===== src/lcdns_pkg.sv =====
package lcdns_pkg;

   localparam int COLUMNS_DEFAULT = 16;
   localparam int INIT_LEN = 23;
   localparam int QUEUE_DEPTH = 2;
   localparam int IDX_W = $clog2(INIT_LEN);

   typedef enum logic [3:0] {
      KIND_INIT     = 4'd0,
      KIND_CLEAR    = 4'd1,
      KIND_HOME     = 4'd2,
      KIND_RIGHT    = 4'd3,
      KIND_LEFT     = 4'd4,
      KIND_ERASE    = 4'd5,
      KIND_UP       = 4'd6,
      KIND_DOWN     = 4'd7,
      KIND_SET_POS  = 4'd8,
      KIND_PUT_CHAR = 4'd9
   } kind_type;

   typedef struct packed {
      logic [3:0] kind;
      logic [7:0] char_code;
      logic [1:0] target_line;
      logic [4:0] target_col;
   } req_type;

   typedef struct packed {
      logic       reg_select;
      logic [3:0] nibble;
      logic       last;
      logic [1:0] line_now;
      logic [4:0] col_now;
   } rsp_type;

   // One classified command: either the power-up sequence or one or two bytes.
   typedef struct packed {
      logic       init_seq;
      logic       two_bytes;
      logic       rs0;
      logic [7:0] byte0;
      logic       rs1;
      logic [7:0] byte1;
      logic [1:0] line_now;
      logic [4:0] col_now;
   } entry_type;

   // Power-up sequence: three rounds of function set, display on, entry mode,
   // then a clear.
   function automatic logic [3:0] init_nibble(input logic [IDX_W-1:0] idx);
      logic [3:0] nib;
      case (idx)
         5'd0, 5'd1, 5'd7, 5'd8, 5'd14, 5'd15: nib = 4'h2;
         5'd2, 5'd9, 5'd16:                    nib = 4'h8;
         5'd4, 5'd11, 5'd18:                   nib = 4'hE;
         5'd6, 5'd13, 5'd20:                   nib = 4'h6;
         5'd22:                                nib = 4'h1;
         default:                              nib = 4'h0;
      endcase
      return nib;
   endfunction

endpackage


===== src/lcdns_front.sv =====
module lcdns_front #(
   parameter int COLUMNS = lcdns_pkg::COLUMNS_DEFAULT
) (
   input  logic                  clock,
   input  logic                  reset,
   input  logic                  accept,
   input  lcdns_pkg::req_type    req_data,
   output logic                  push,
   output lcdns_pkg::entry_type  entry
);
   import lcdns_pkg::*;

   localparam int CW = $clog2(COLUMNS + 2);
   localparam logic [7:0] CMD_CLEAR = 8'h01;
   localparam logic [7:0] CMD_HOME = 8'h02;
   localparam logic [7:0] CMD_RIGHT = 8'h14;
   localparam logic [7:0] CMD_LEFT = 8'h10;
   localparam logic [7:0] CHAR_SPACE = 8'h20;
   localparam logic [7:0] CHAR_NEWLINE = 8'h0A;
   localparam logic [CW-1:0] COL_ONE = CW'(1);
   localparam logic [CW-1:0] COL_LAST = CW'(COLUMNS);
   localparam logic [CW-1:0] COL_PAST = CW'(COLUMNS + 1);

   logic [1:0]    line_ff, line_in;
   logic [CW-1:0] col_ff, col_in;

   logic          use_wrap;
   logic [1:0]    wrap_line;
   logic [CW-1:0] wrap_col;
   logic [CW+4:0] tc_wide;
   logic [CW+4:0] tc_clamped;
   logic [CW+4:0] col_wide;
   logic          valid_kind;

   // Set-address command for a position; line is 1 or 2, column from 1.
   function automatic logic [7:0] pos_addr(input logic line2, input logic [CW-1:0] col);
      logic [CW+5:0] offset;
      offset = {6'd0, col - COL_ONE};
      return {1'b1, line2, offset[5:0]};
   endfunction

   always_comb begin
      entry = '0;
      valid_kind = 1'b1;
      use_wrap = 1'b0;
      wrap_line = line_ff;
      wrap_col = col_ff;
      line_in = line_ff;
      col_in = col_ff;
      tc_wide = {CW'(0), req_data.target_col};
      tc_clamped = tc_wide;
      if (tc_wide == '0) begin
         tc_clamped = (CW+5)'(1);
      end else if (tc_wide > (CW+5)'(COLUMNS)) begin
         tc_clamped = (CW+5)'(COLUMNS);
      end
      unique case (req_data.kind)
         KIND_INIT: begin
            entry.init_seq = 1'b1;
            line_in = 2'd1;
            col_in = COL_ONE;
         end
         KIND_CLEAR: begin
            entry.byte0 = CMD_CLEAR;
            line_in = 2'd1;
            col_in = COL_ONE;
         end
         KIND_HOME: begin
            entry.byte0 = CMD_HOME;
            line_in = 2'd1;
            col_in = COL_ONE;
         end
         KIND_RIGHT: begin
            entry.byte0 = CMD_RIGHT;
            use_wrap = 1'b1;
            wrap_col = col_ff + COL_ONE;
         end
         KIND_LEFT: begin
            entry.byte0 = CMD_LEFT;
            use_wrap = 1'b1;
            wrap_col = col_ff - COL_ONE;
         end
         KIND_ERASE: begin
            entry.rs0 = 1'b1;
            entry.byte0 = CHAR_SPACE;
            entry.two_bytes = 1'b1;
            entry.byte1 = pos_addr(line_ff == 2'd2, col_ff);
         end
         KIND_UP: begin
            entry.byte0 = pos_addr(1'b0, col_ff);
            line_in = 2'd1;
         end
         KIND_DOWN: begin
            entry.byte0 = pos_addr(1'b1, col_ff);
            line_in = 2'd2;
         end
         KIND_SET_POS: begin
            line_in = (req_data.target_line >= 2'd2) ? 2'd2 : 2'd1;
            col_in = tc_clamped[CW-1:0];
            entry.byte0 = pos_addr(req_data.target_line >= 2'd2, tc_clamped[CW-1:0]);
         end
         KIND_PUT_CHAR: begin
            use_wrap = 1'b1;
            wrap_col = col_ff + COL_ONE;
            if (req_data.char_code == CHAR_NEWLINE) begin
               entry.byte0 = pos_addr(1'b1, col_ff);
               wrap_line = 2'd2;
            end else begin
               entry.rs0 = 1'b1;
               entry.byte0 = req_data.char_code;
            end
         end
         default: begin
            valid_kind = 1'b0;
         end
      endcase

      // Wrapping at either end of a line adds one position or home command.
      if (use_wrap) begin
         line_in = wrap_line;
         col_in = wrap_col;
         if (wrap_col == COL_PAST) begin
            entry.two_bytes = 1'b1;
            if (wrap_line == 2'd1) begin
               entry.byte1 = pos_addr(1'b1, COL_ONE);
               line_in = 2'd2;
            end else begin
               entry.byte1 = CMD_HOME;
               line_in = 2'd1;
            end
            col_in = COL_ONE;
         end else if (wrap_col == '0) begin
            entry.two_bytes = 1'b1;
            entry.byte1 = pos_addr(wrap_line == 2'd1, COL_LAST);
            line_in = (wrap_line == 2'd1) ? 2'd2 : 2'd1;
            col_in = COL_LAST;
         end
      end

      col_wide = {5'd0, col_in};
      entry.line_now = line_in;
      entry.col_now = col_wide[4:0];
      push = accept && valid_kind;
   end

   always_ff @(posedge clock) begin
      if (reset) begin
         line_ff <= 2'd1;
         col_ff <= COL_ONE;
      end else if (accept && valid_kind) begin
         line_ff <= line_in;
         col_ff <= col_in;
      end
   end

endmodule


===== src/lcdns_queue.sv =====
module lcdns_queue (
   input  logic                  clock,
   input  logic                  reset,
   input  logic                  push,
   input  lcdns_pkg::entry_type  push_data,
   output logic                  full,
   input  logic                  pop,
   output logic                  valid,
   output lcdns_pkg::entry_type  head
);
   import lcdns_pkg::*;

   localparam int PW = (QUEUE_DEPTH > 1) ? $clog2(QUEUE_DEPTH) : 1;
   localparam int CNT_W = $clog2(QUEUE_DEPTH + 1);

   entry_type        slots_ff [QUEUE_DEPTH];
   logic [PW-1:0]    wr_ptr_ff, wr_ptr_in;
   logic [PW-1:0]    rd_ptr_ff, rd_ptr_in;
   logic [CNT_W-1:0] count_ff, count_in;
   logic             do_push, do_pop;

   assign full = (count_ff == CNT_W'(QUEUE_DEPTH));
   assign valid = (count_ff != '0);
   assign head = slots_ff[rd_ptr_ff];
   assign do_push = push && !full;
   assign do_pop = pop && valid;

   always_comb begin
      wr_ptr_in = wr_ptr_ff;
      rd_ptr_in = rd_ptr_ff;
      count_in = count_ff;
      if (do_push) begin
         wr_ptr_in = (wr_ptr_ff == PW'(QUEUE_DEPTH - 1)) ? '0 : wr_ptr_ff + PW'(1);
      end
      if (do_pop) begin
         rd_ptr_in = (rd_ptr_ff == PW'(QUEUE_DEPTH - 1)) ? '0 : rd_ptr_ff + PW'(1);
      end
      if (do_push && !do_pop) begin
         count_in = count_ff + CNT_W'(1);
      end else if (do_pop && !do_push) begin
         count_in = count_ff - CNT_W'(1);
      end
   end

   always_ff @(posedge clock) begin
      if (reset) begin
         wr_ptr_ff <= '0;
         rd_ptr_ff <= '0;
         count_ff <= '0;
      end else begin
         wr_ptr_ff <= wr_ptr_in;
         rd_ptr_ff <= rd_ptr_in;
         count_ff <= count_in;
      end
   end

   always_ff @(posedge clock) begin
      if (do_push) begin
         slots_ff[wr_ptr_ff] <= push_data;
      end
   end

endmodule


===== src/lcdns_back.sv =====
module lcdns_back (
   input  logic                  clock,
   input  logic                  reset,
   input  logic                  entry_valid,
   input  lcdns_pkg::entry_type  entry,
   output logic                  entry_pop,
   output logic                  rsp_empty,
   input  logic                  rsp_pop,
   output lcdns_pkg::rsp_type    rsp_data
);
   import lcdns_pkg::*;

   logic [IDX_W-1:0] idx_ff, idx_in;
   logic             out_valid_ff, out_valid_in;
   rsp_type          out_ff, out_in;
   logic             emit;
   logic [IDX_W-1:0] last_idx;
   logic             is_last;
   logic [7:0]       cur_byte;

   assign rsp_empty = !out_valid_ff;
   assign rsp_data = out_ff;

   // The output register takes a new nibble when an entry waits and the register is free or being drained.
   assign emit = entry_valid && (!out_valid_ff || rsp_pop);

   always_comb begin
      if (entry.init_seq) begin
         last_idx = IDX_W'(INIT_LEN - 1);
      end else if (entry.two_bytes) begin
         last_idx = IDX_W'(3);
      end else begin
         last_idx = IDX_W'(1);
      end
      is_last = (idx_ff == last_idx);
      cur_byte = idx_ff[1] ? entry.byte1 : entry.byte0;

      out_in = out_ff;
      out_in.last = is_last;
      out_in.line_now = entry.line_now;
      out_in.col_now = entry.col_now;
      if (entry.init_seq) begin
         out_in.reg_select = 1'b0;
         out_in.nibble = init_nibble(idx_ff);
      end else begin
         out_in.reg_select = idx_ff[1] ? entry.rs1 : entry.rs0;
         out_in.nibble = idx_ff[0] ? cur_byte[3:0] : cur_byte[7:4];
      end

      idx_in = idx_ff;
      entry_pop = 1'b0;
      if (emit) begin
         if (is_last) begin
            idx_in = '0;
            entry_pop = 1'b1;
         end else begin
            idx_in = idx_ff + IDX_W'(1);
         end
      end

      out_valid_in = out_valid_ff;
      if (emit) begin
         out_valid_in = 1'b1;
      end else if (rsp_pop) begin
         out_valid_in = 1'b0;
      end
   end

   always_ff @(posedge clock) begin
      if (reset) begin
         idx_ff <= '0;
         out_valid_ff <= 1'b0;
      end else begin
         idx_ff <= idx_in;
         out_valid_ff <= out_valid_in;
      end
   end

   always_ff @(posedge clock) begin
      if (emit) begin
         out_ff <= out_in;
      end
   end

endmodule


===== src/char_lcd_nibble_sequencer.sv =====
// Turns character LCD commands into the nibble writes of a 4-bit bus, one
// result per enable pulse, high nibble first, each with its register-select
// level and the cursor position that holds once the command is done. A command
// is taken while the two-entry command queue has room; the output side then
// produces one nibble per cycle while its result register is empty or popped,
// so a command occupies it for two nibbles (one byte), four nibbles (a byte plus
// a position or home command after erase or a wrap) or 23 nibbles (init).
// Unknown command codes are taken and produce nothing.
module char_lcd_nibble_sequencer #(
   parameter int COLUMNS = lcdns_pkg::COLUMNS_DEFAULT
) (
   input  logic               clock,
   input  logic               reset,
   input  logic               req_push,
   output logic               req_full,
   input  lcdns_pkg::req_type req_data,
   output logic               rsp_empty,
   input  logic               rsp_pop,
   output lcdns_pkg::rsp_type rsp_data
);
   import lcdns_pkg::*;

   logic      accept;
   logic      q_push;
   entry_type q_push_data;
   logic      q_full;
   logic      q_pop;
   logic      q_valid;
   entry_type q_head;

   assign req_full = q_full;
   assign accept = req_push && !q_full;

   lcdns_front #(
      .COLUMNS(COLUMNS)
   ) u_front (
      .clock(clock),
      .reset(reset),
      .accept(accept),
      .req_data(req_data),
      .push(q_push),
      .entry(q_push_data)
   );

   lcdns_queue u_queue (
      .clock(clock),
      .reset(reset),
      .push(q_push),
      .push_data(q_push_data),
      .full(q_full),
      .pop(q_pop),
      .valid(q_valid),
      .head(q_head)
   );

   lcdns_back u_back (
      .clock(clock),
      .reset(reset),
      .entry_valid(q_valid),
      .entry(q_head),
      .entry_pop(q_pop),
      .rsp_empty(rsp_empty),
      .rsp_pop(rsp_pop),
      .rsp_data(rsp_data)
   );

endmodule


===== config.mk =====
export PLATFORM = sky130hd
export DESIGN_NAME = char_lcd_nibble_sequencer
export DESIGN_NICKNAME = d
export VERILOG_FILES = /design/src/lcdns_pkg.sv /design/src/lcdns_front.sv /design/src/lcdns_queue.sv /design/src/lcdns_back.sv /design/src/char_lcd_nibble_sequencer.sv
export SDC_FILE = /design/constraint.sdc
export NUM_CORES = 1
export LEC_CHECK = 0
export BUFFER_PORTS_ARGS = -buffer_cell sky130_fd_sc_hd__buf_2
export CAP_MARGIN = 10
export CORE_ASPECT_RATIO = 1.1
export CORE_MARGIN = 4
export CORE_UTILIZATION = 35
export DETAILED_ROUTE_END_ITERATION = 8
export HOLD_SLACK_MARGIN = 0.03
export MAX_ROUTING_LAYER = met4
export PLACE_DENSITY = 0.53
export SYNTH_ARGS = -nofsm -noshare
export SYNTH_HDL_FRONTEND = slang
export SYNTH_HIERARCHICAL = 1
export SYNTH_SLANG_ARGS = --single-unit

===== constraint.sdc =====
create_clock -name clock -period 2.9 [get_ports clock]
set_input_delay 0.145 -clock clock [delete_from_list [all_inputs] [get_ports clock]]
set_output_delay 0.145 -clock clock [all_outputs]
set_load 0.03 [all_outputs]

==> impl_metrics.py, run 1 <==
metrics = {
    "final_layout": {
        "regArea_sq_um": 2460,
        "multi_input_area_sq_um": 2570,
        "final_cell_mix": "edfxtp_1, buf_2, nand2_1, buf_4, mux2_2",
        "stdcell_count": 727,
        "area_growth_pct": 17.1,
        "nets": 564,
        "layout-drive-gt1-share_pct": 28.6,
        "num_antenna_cells": 0,
        "fillers": 1394,
        "final_common_cell": "edfxtp_1",
    },
    "clocking": {
        "cts_hold_buffers": 0,
        "cts.sinks": 89,
        "path_clk_slew_ns": 0.06,
        "numCtsBuffers": 9,
        "insertion_delay_ns": 0.34,
        "cts_max_level": 3,
        "cts_root_buf": "clkbuf_16",
        "cts_tree": "built",
        "clockBufferDepth": 2,
    },
    "detailed_routing": {
        "via_per_inst": 5.32,
        "wl_per_cell_microns": 16.8,
        "num_vias": 3871,
        "drc": 0,
        "first_iter_violations": 236,
        "postRouteAntennaNets": 0,
        "drtPass1Iterations": 5,
        "wirelength_mm": 12.2,
    },
    "power": {
        "ir_drop_uv": 277,
        "p_leak_nw": 2.19,
        "power_density_nw_per_um2": 604,
    },
    "sta": {
        "skew_ns": 0.00540,
        "final_max_slew_viol_count": 0,
        "fin_crit_sh_pct": 95.2,
        "setup_violations": 0,
        "fmaxAchievable_mhz": 362,
        "hold_violations": 0,
        "slew_headroom_pct": 55.7,
        "whs_ns": 0.156,
        "rsz0062_at_grt": "no",
        "period_needed_ns": 2.76,
        "worstMarginPinSlew_ns": 0.658,
    },
    "placed_design": {
        "port_buffers": 36,
        "place.gp.congestion": 0.890,
        "dp.cells": 710,
        "hpwl_mm": 9.10,
    },
    "synth": {
        "synth_edf_count": 67,
        "async_flop_share_pct": 0,
        "netlist-cell-type-count": 88,
        "syn_avg_cell_area_sq_um": 10.9,
        "ys_ff_latch": 89,
        "yosysSeqAreaShare_pct": 47.1,
        "yosysWarnings": 6,
        "syn_inst": 478,
        "mappedNetlistArea_sq_um": 5200,
        "synth_ff_type": "edfxtp_1",
    },
    "critical_path": {
        "endpoint_kind": "register",
        "critPathMaxFanout": 4,
        "critPathLaunchType": "register",
        "arrival_ns": 3.03,
        "worstPathRequired_ns": 3.17,
        "worst-setup-path-type": "reg -> reg",
    },
    "die": {
        "dieArea_sq_um": 16900,
        "core_area_sq_um": 14500,
        "initial_utilization_pct": 35.9,
        "die_width_microns": 124,
        "die_h_microns": 136,
        "rows": 46,
        "boundaryPins": 38,
    },
    "grt": {
        "grt.overflow.total": 0,
        "grt_pass1_wl_mm": 19.9,
        "track_usage_pct": 15.2,
        "grt_pass1_vias": 3837,
        "grt_max_degree": 28,
        "antenna_found_initial": 0,
    },
    "status": {
        "status": "finished clean",
    },
    "min_path": {
        "min-delay-path-class": "in -> reg",
    },
    "job": {
        "drv_cap": 0,
    },
}
==> worst max-delay path: stages, from the launching register on <==
cell	delay, ns
dfxtp_4	0.37
mux2_4	0.30
or4b_4	0.48
o22a_1	0.24
or3_4	0.36
clkinv_4	0.08
o21ai_4	0.06
ha_2	0.19
xor2_1	0.14
or3_1	0.36
a21oi_1	0.12
==> cell usage after synthesis (4+ instances only) <==
cell	number	area (sq um)
xor2_1	7	61.3
nand2b_1	8	50.1
and3_1	6	37.5
a31oi_1	4	25.0
edfxtp_1	67	2010
xnor2_1	10	87.6
nor2_1	21	78.8
clkbuf_1	10	37.5
a21oi_1	25	125
or3_1	7	43.8
o21ai_0	29	145
nand3_1	10	50.1
mux2_2	31	349
buf_6	4	45.0
nor3_1	14	70.1
mux4_2	4	90.1
buf_2	6	30.0
nor4_1	7	43.8
nor3b_1	4	30.0
nand4_1	6	37.5
ha_1	11	138
inv_1	20	75.1
buf_4	5	37.5
dfxtp_1	22	440
nor2b_1	8	50.1
nand2_1	33	124
o22ai_1	4	25.0
==> flip-flops by register name, indices dropped and copies added (netlist names), named ones only <==
register	cells
u_back/idx_ff	5
u_front/col_ff	5
u_queue/count_ff	2
u_queue/rd_ptr_ff	1
u_queue/wr_ptr_ff	1
u_back/out_valid_ff	1
u_front/line_ff	2
u_queue/slots_ff	54
u_back/rsp_data	13
==> stage by stage <==
step / cell area [sq um] / setup slack [ns] / total power, mW / util (%) / TNS [ns]
floorplan: 5270 / -0.0602 / 2.21 / - / -0.106
CTS: 6060 / 0.0419 / 3.71 / 41.8 / 0
global route: 6090 / 0.0167 / 3.88 / 42.0 / 0
finish: 6090 / 0.140 / 3.68 / 42.0 / 0
global placement: 5740 / 0.0850 / 2.47 / 39.6 / 0
detailed placement: 5740 / 0.0546 / 2.48 / 39.6 / 0
==> worst paths after layout <==
| path | startpoint | end | slack (ns) | cells after the start |
|---|---|---|---|---|
| setup / recovery | register | u_queue/count_ff[1] | 0.14 | 10 |
| setup reg to reg | register | u_queue/count_ff[1] | 0.14 | 10 |
| hold reg to reg | u_queue/rd_ptr_ff | register | 0.51 | 2 |
| hold / removal | rsp_pop | u_back/out_valid_ff | 0.16 | 3 |
==> cell families (layout without fill, tap and decap cells) <==
family / count (synthesis) / count (layout) / share of synthesized area, %
AO/OA/AOI/OAI: 114 / 114 / 15.1
XOR/XNOR: 17 / 17 / 2.86
adder cells (fa/ha/maj): 11 / 11 / 2.64
buffers and inverters: 50 / 106 / 5.05
flip-flops: 89 / 89 / 47.1
multiplexers: 38 / 38 / 9.02
other: 1 / 2 / 0.0721
AND/OR/NAND/NOR: 158 / 158 / 18.1
==> layout make-up <==
class                      instances  share of cell area [%]
timing repair buffer              68                    6.90
clock buffer                       9                    3.70
multi-input combinational        340                    42.2
clock inverter                     7                    1.56
sequential                        89                    40.3
inverter                          22                    1.44
tap                              192                    3.94
==> per-layer routing <==
layer | track usage (%) | part of all wire (%) | vias up
met5 | - | 0 | -
met2 | 26.6 | 52 | 81
li1 | - | - | 1924
met1 | 17.8 | 43 | 1847
met4 | 4.93 | 2.1 | 0
met3 | 2.79 | 3.2 | 19
==> power breakdown <==
part	internal, mW	total (mW)	switching, mW	leakage (nW)
registers	1.53	1.58	0.0534	0.813
clock network	0.754	1.23	0.473	0.155
logic	0.341	0.877	0.536	1.22
total	2.62	3.68	1.06	2.19
==> what timing repair did <==
action	4_1_cts	5_1_grt
resized for setup	0	6
buffers inserted	0	1
endpoints found under the setup margin	0	4
(Power assumes the default switching activity.)
==> inputs of run 2 (changes only) <==
--- a/config.mk
+++ b/config.mk
@@ -16,5 +16,4 @@
 export PLACE_DENSITY = 0.53
 export SYNTH_ARGS = -nofsm -noshare
 export SYNTH_HDL_FRONTEND = slang
-export SYNTH_HIERARCHICAL = 1
 export SYNTH_SLANG_ARGS = --single-unit
==> impl_metrics.py, run 2 <==
metrics = {
    "synth": {
        "synth_edf_count": 63,
        "yosysSeqAreaShare_pct": 51.1,
        "mappedNetlistArea_sq_um": 4570,
        "syn_inst": 428,
        "yosys-top-cells-area": "edfxtp_1, dfxtp_1, mux4_2",
        "synth.top_cell.area_share_pct": 41.4,
        "synth.most_common_cell": "edfxtp_1",
        "ys_ff_latch": 85,
        "synth_common_cells": "edfxtp_1, nand2_1, nor2_1, a21oi_1, o21ai_0",
        "syn_avg_cell_area_sq_um": 10.7,
        "async_flop_share_pct": 0,
        "synth_ff_type": "edfxtp_1",
        "yosysWarnings": 0,
        "netlist-cell-type-count": 62,
        "syn_nets": 462,
        "yosys.area.top_type": "edfxtp_1",
    },
    "critical_path": {
        "worst-setup-path-type": "reg -> reg",
        "endpoint_kind": "register",
        "reg2reg_from": "u_front.col_ff[1]",
        "critPathTopFamily": "simple AND/OR/NAND/NOR gates",
        "critPathLaunchType": "register",
        "cp_slowest_cell": "or3b_1",
        "ff2ff_setup_slack_ns": 0.20,
        "critPathBufInv": 1,
        "worstRegToRegCells": 9,
        "critPathMaxFanout": 6,
        "cpPeakStageDelay_ns": 0.42,
        "crit_start": "u_front.col_ff[1]",
        "worstPathRequired_ns": 3.11,
        "arrival_ns": 2.91,
        "cp_cell_sequence": "inv_1 -> ha_1 -> or3b_1 -> xnor2_1 -> o32ai_1 -> a211oi_2 -> nor4_1 -> or3_1 -> a221o_1",
        "r2r_end": "u_front.line_ff[0]",
    },
    "sta": {
        "rsz0062_at_grt": "no",
        "final_max_slew_viol_count": 0,
        "fmaxAchievable_mhz": 371,
        "period_needed_ns": 2.70,
        "slew_headroom_pct": 66.5,
        "setup_ws_ns": 0.204,
        "hold_violations": 0,
        "skew_ns": 0.00730,
        "setup_violations": 0,
        "fin_crit_sh_pct": 93.0,
        "worstMarginPinSlew_ns": 0.497,
        "finalSetupTns_ns": 0,
    },
    "clocking": {
        "clockBufferDepth": 2,
        "cts_tree": "built",
        "postCtsResizedCells": 0,
        "cts_hold_buffers": 0,
        "path_clk_slew_ns": 0.06,
        "numCtsBuffers": 9,
        "post_cts_buffers": 0,
        "cts_root_buf": "clkbuf_16",
        "insertion_delay_ns": 0.33,
        "cts_max_level": 3,
        "cts.sinks": 85,
    },
    "final_layout": {
        "fillers": 1248,
        "regMostFlops": "u_queue.slots_ff",
        "area_growth_pct": 16.5,
        "layout-drive-gt1-share_pct": 20.7,
        "regArea_sq_um": 2330,
        "largest_reg_flops": 50,
        "multi_input_area_sq_um": 2070,
        "final_common_cell": "edfxtp_1",
        "num_antenna_cells": 0,
        "nets": 507,
        "final_cell_mix": "edfxtp_1, nand2_1, nor2_1, buf_2, a21oi_1",
    },
    "die": {
        "die_width_microns": 117,
        "die_h_microns": 128,
        "rows": 43,
        "initial_utilization_pct": 36.0,
        "dieArea_sq_um": 14900,
        "boundaryPins": 38,
        "core_area_sq_um": 12700,
    },
    "detailed_routing": {
        "postRouteAntennaNets": 0,
        "wl_per_cell_microns": 16.8,
        "via_per_inst": 5.53,
        "wirelength_mm": 10.7,
        "first_iter_violations": 212,
        "drc": 0,
        "drtPass1Iterations": 5,
        "num_vias": 3513,
    },
    "power": {
        "p_leak_nw": 1.95,
        "ir_drop_uv": 287,
        "power_density_nw_per_um2": 613,
    },
    "placed_design": {
        "port_buffers": 36,
        "pre_cts_ws_ns": 0.229,
        "hpwl_mm": 8.03,
        "place.gp.congestion": 0.896,
    },
    "min_path": {
        "min-delay-path-class": "in -> reg",
        "worstHoldStart": "rsp_pop",
        "min_to": "u_back.out_valid_ff",
        "holdPathStages": 3,
    },
    "grt": {
        "grt_pass1_vias": 3518,
        "track_usage_pct": 15.4,
        "grt_max_degree": 26,
        "grt_pass1_wl_mm": 17.6,
        "grt.overflow.total": 0,
        "antenna_found_initial": 0,
    },
    "status": {
        "status": "finished clean",
    },
    "job": {
        "drv_cap": 0,
    },
}
## run 2: cell count changes in the layout (fill, tap and decap cells not counted), moves of 4 or more
cell	delta
inv_1	-5
nor2_1	+16
nand2b_1	-4
o21ai_0	-4
mux2i_1	+4
buf_4	-8
nand4_1	-6
mux2_2	-23
a32oi_1	+5
nand2_1	+4
edfxtp_1	-4
## run 2: where the power goes
group	switching (mW)	internal [mW]	leakage (nW)
combinational	0.384	0.218	1.02
sequential	0.0516	1.43	0.777
clock	0.430	0.745	0.151
## run 2: routing by layer
metal / vias up / share of wire (%) / GRT usage, %
met4: 0 / 2.2 / 6.41
li1: 1711 / - / -
met3: 19 / 2.8 / 2.46
met5: - / 0 / -
met2: 74 / 51 / 25.4
met1: 1709 / 44 / 18.8
## run 2: cell type report
class,instances,share of cell area (%)
multi-input combinational,301,38.8
clock buffer,10,4.30
sequential,85,43.8
timing repair buffer,60,6.77
inverter,16,1.13
tap,157,3.69
clock inverter,6,1.46
## run 2: logic make-up (layout without fill, tap and decap cells)
| kind of cell | count (synthesis) | in the layout | synth area share (%) |
|---|---|---|---|
| compound gates | 115 | 115 | 17.0 |
| simple gates | 138 | 138 | 15.2 |
| mux | 21 | 21 | 6.71 |
| buf+inv | 42 | 92 | 3.75 |
| xor+xnor | 16 | 16 | 3.23 |
| flops | 85 | 85 | 51.1 |
| fa+ha+maj | 11 | 11 | 3.01 |
## run 2: worst max path at each step
| stage | slack [ns] | end | depth (start not counted) |
|---|---|---|---|
| 2_1_floorplan | 0.31 | register | 13 |
| 3_3_place_gp | 0.28 | u_front.line_ff[0] | 9 |
| 3_5_place_dp | 0.23 | u_front.line_ff[0] | 9 |
| 4_1_cts | 0.22 | u_front.line_ff[0] | 9 |
| 5_1_grt | 0.04 | u_front.col_ff[4] | 8 |
| 6_report | 0.20 | u_front.line_ff[0] | 9 |
## run 2: stage by stage
step	utilization [%]	hold slack [ns]	instance area, sq um	cells	power, mW
after floorplan	-	0.345	4570	428	1.92
after global placement	39.5	0.482	5020	619	2.10
after detailed placement	39.5	0.501	5020	619	2.12
after CTS	41.9	0.153	5320	635	3.30
after global routing	41.9	0.180	5320	635	3.43
final	41.9	0.160	5320	635	3.26
## run 2: worst min-delay path: cells and delay by family
kind	cells	cell delay, ns
simple gates	1	0.14
compound gates	1	0.07
buf+inv	1	0.08
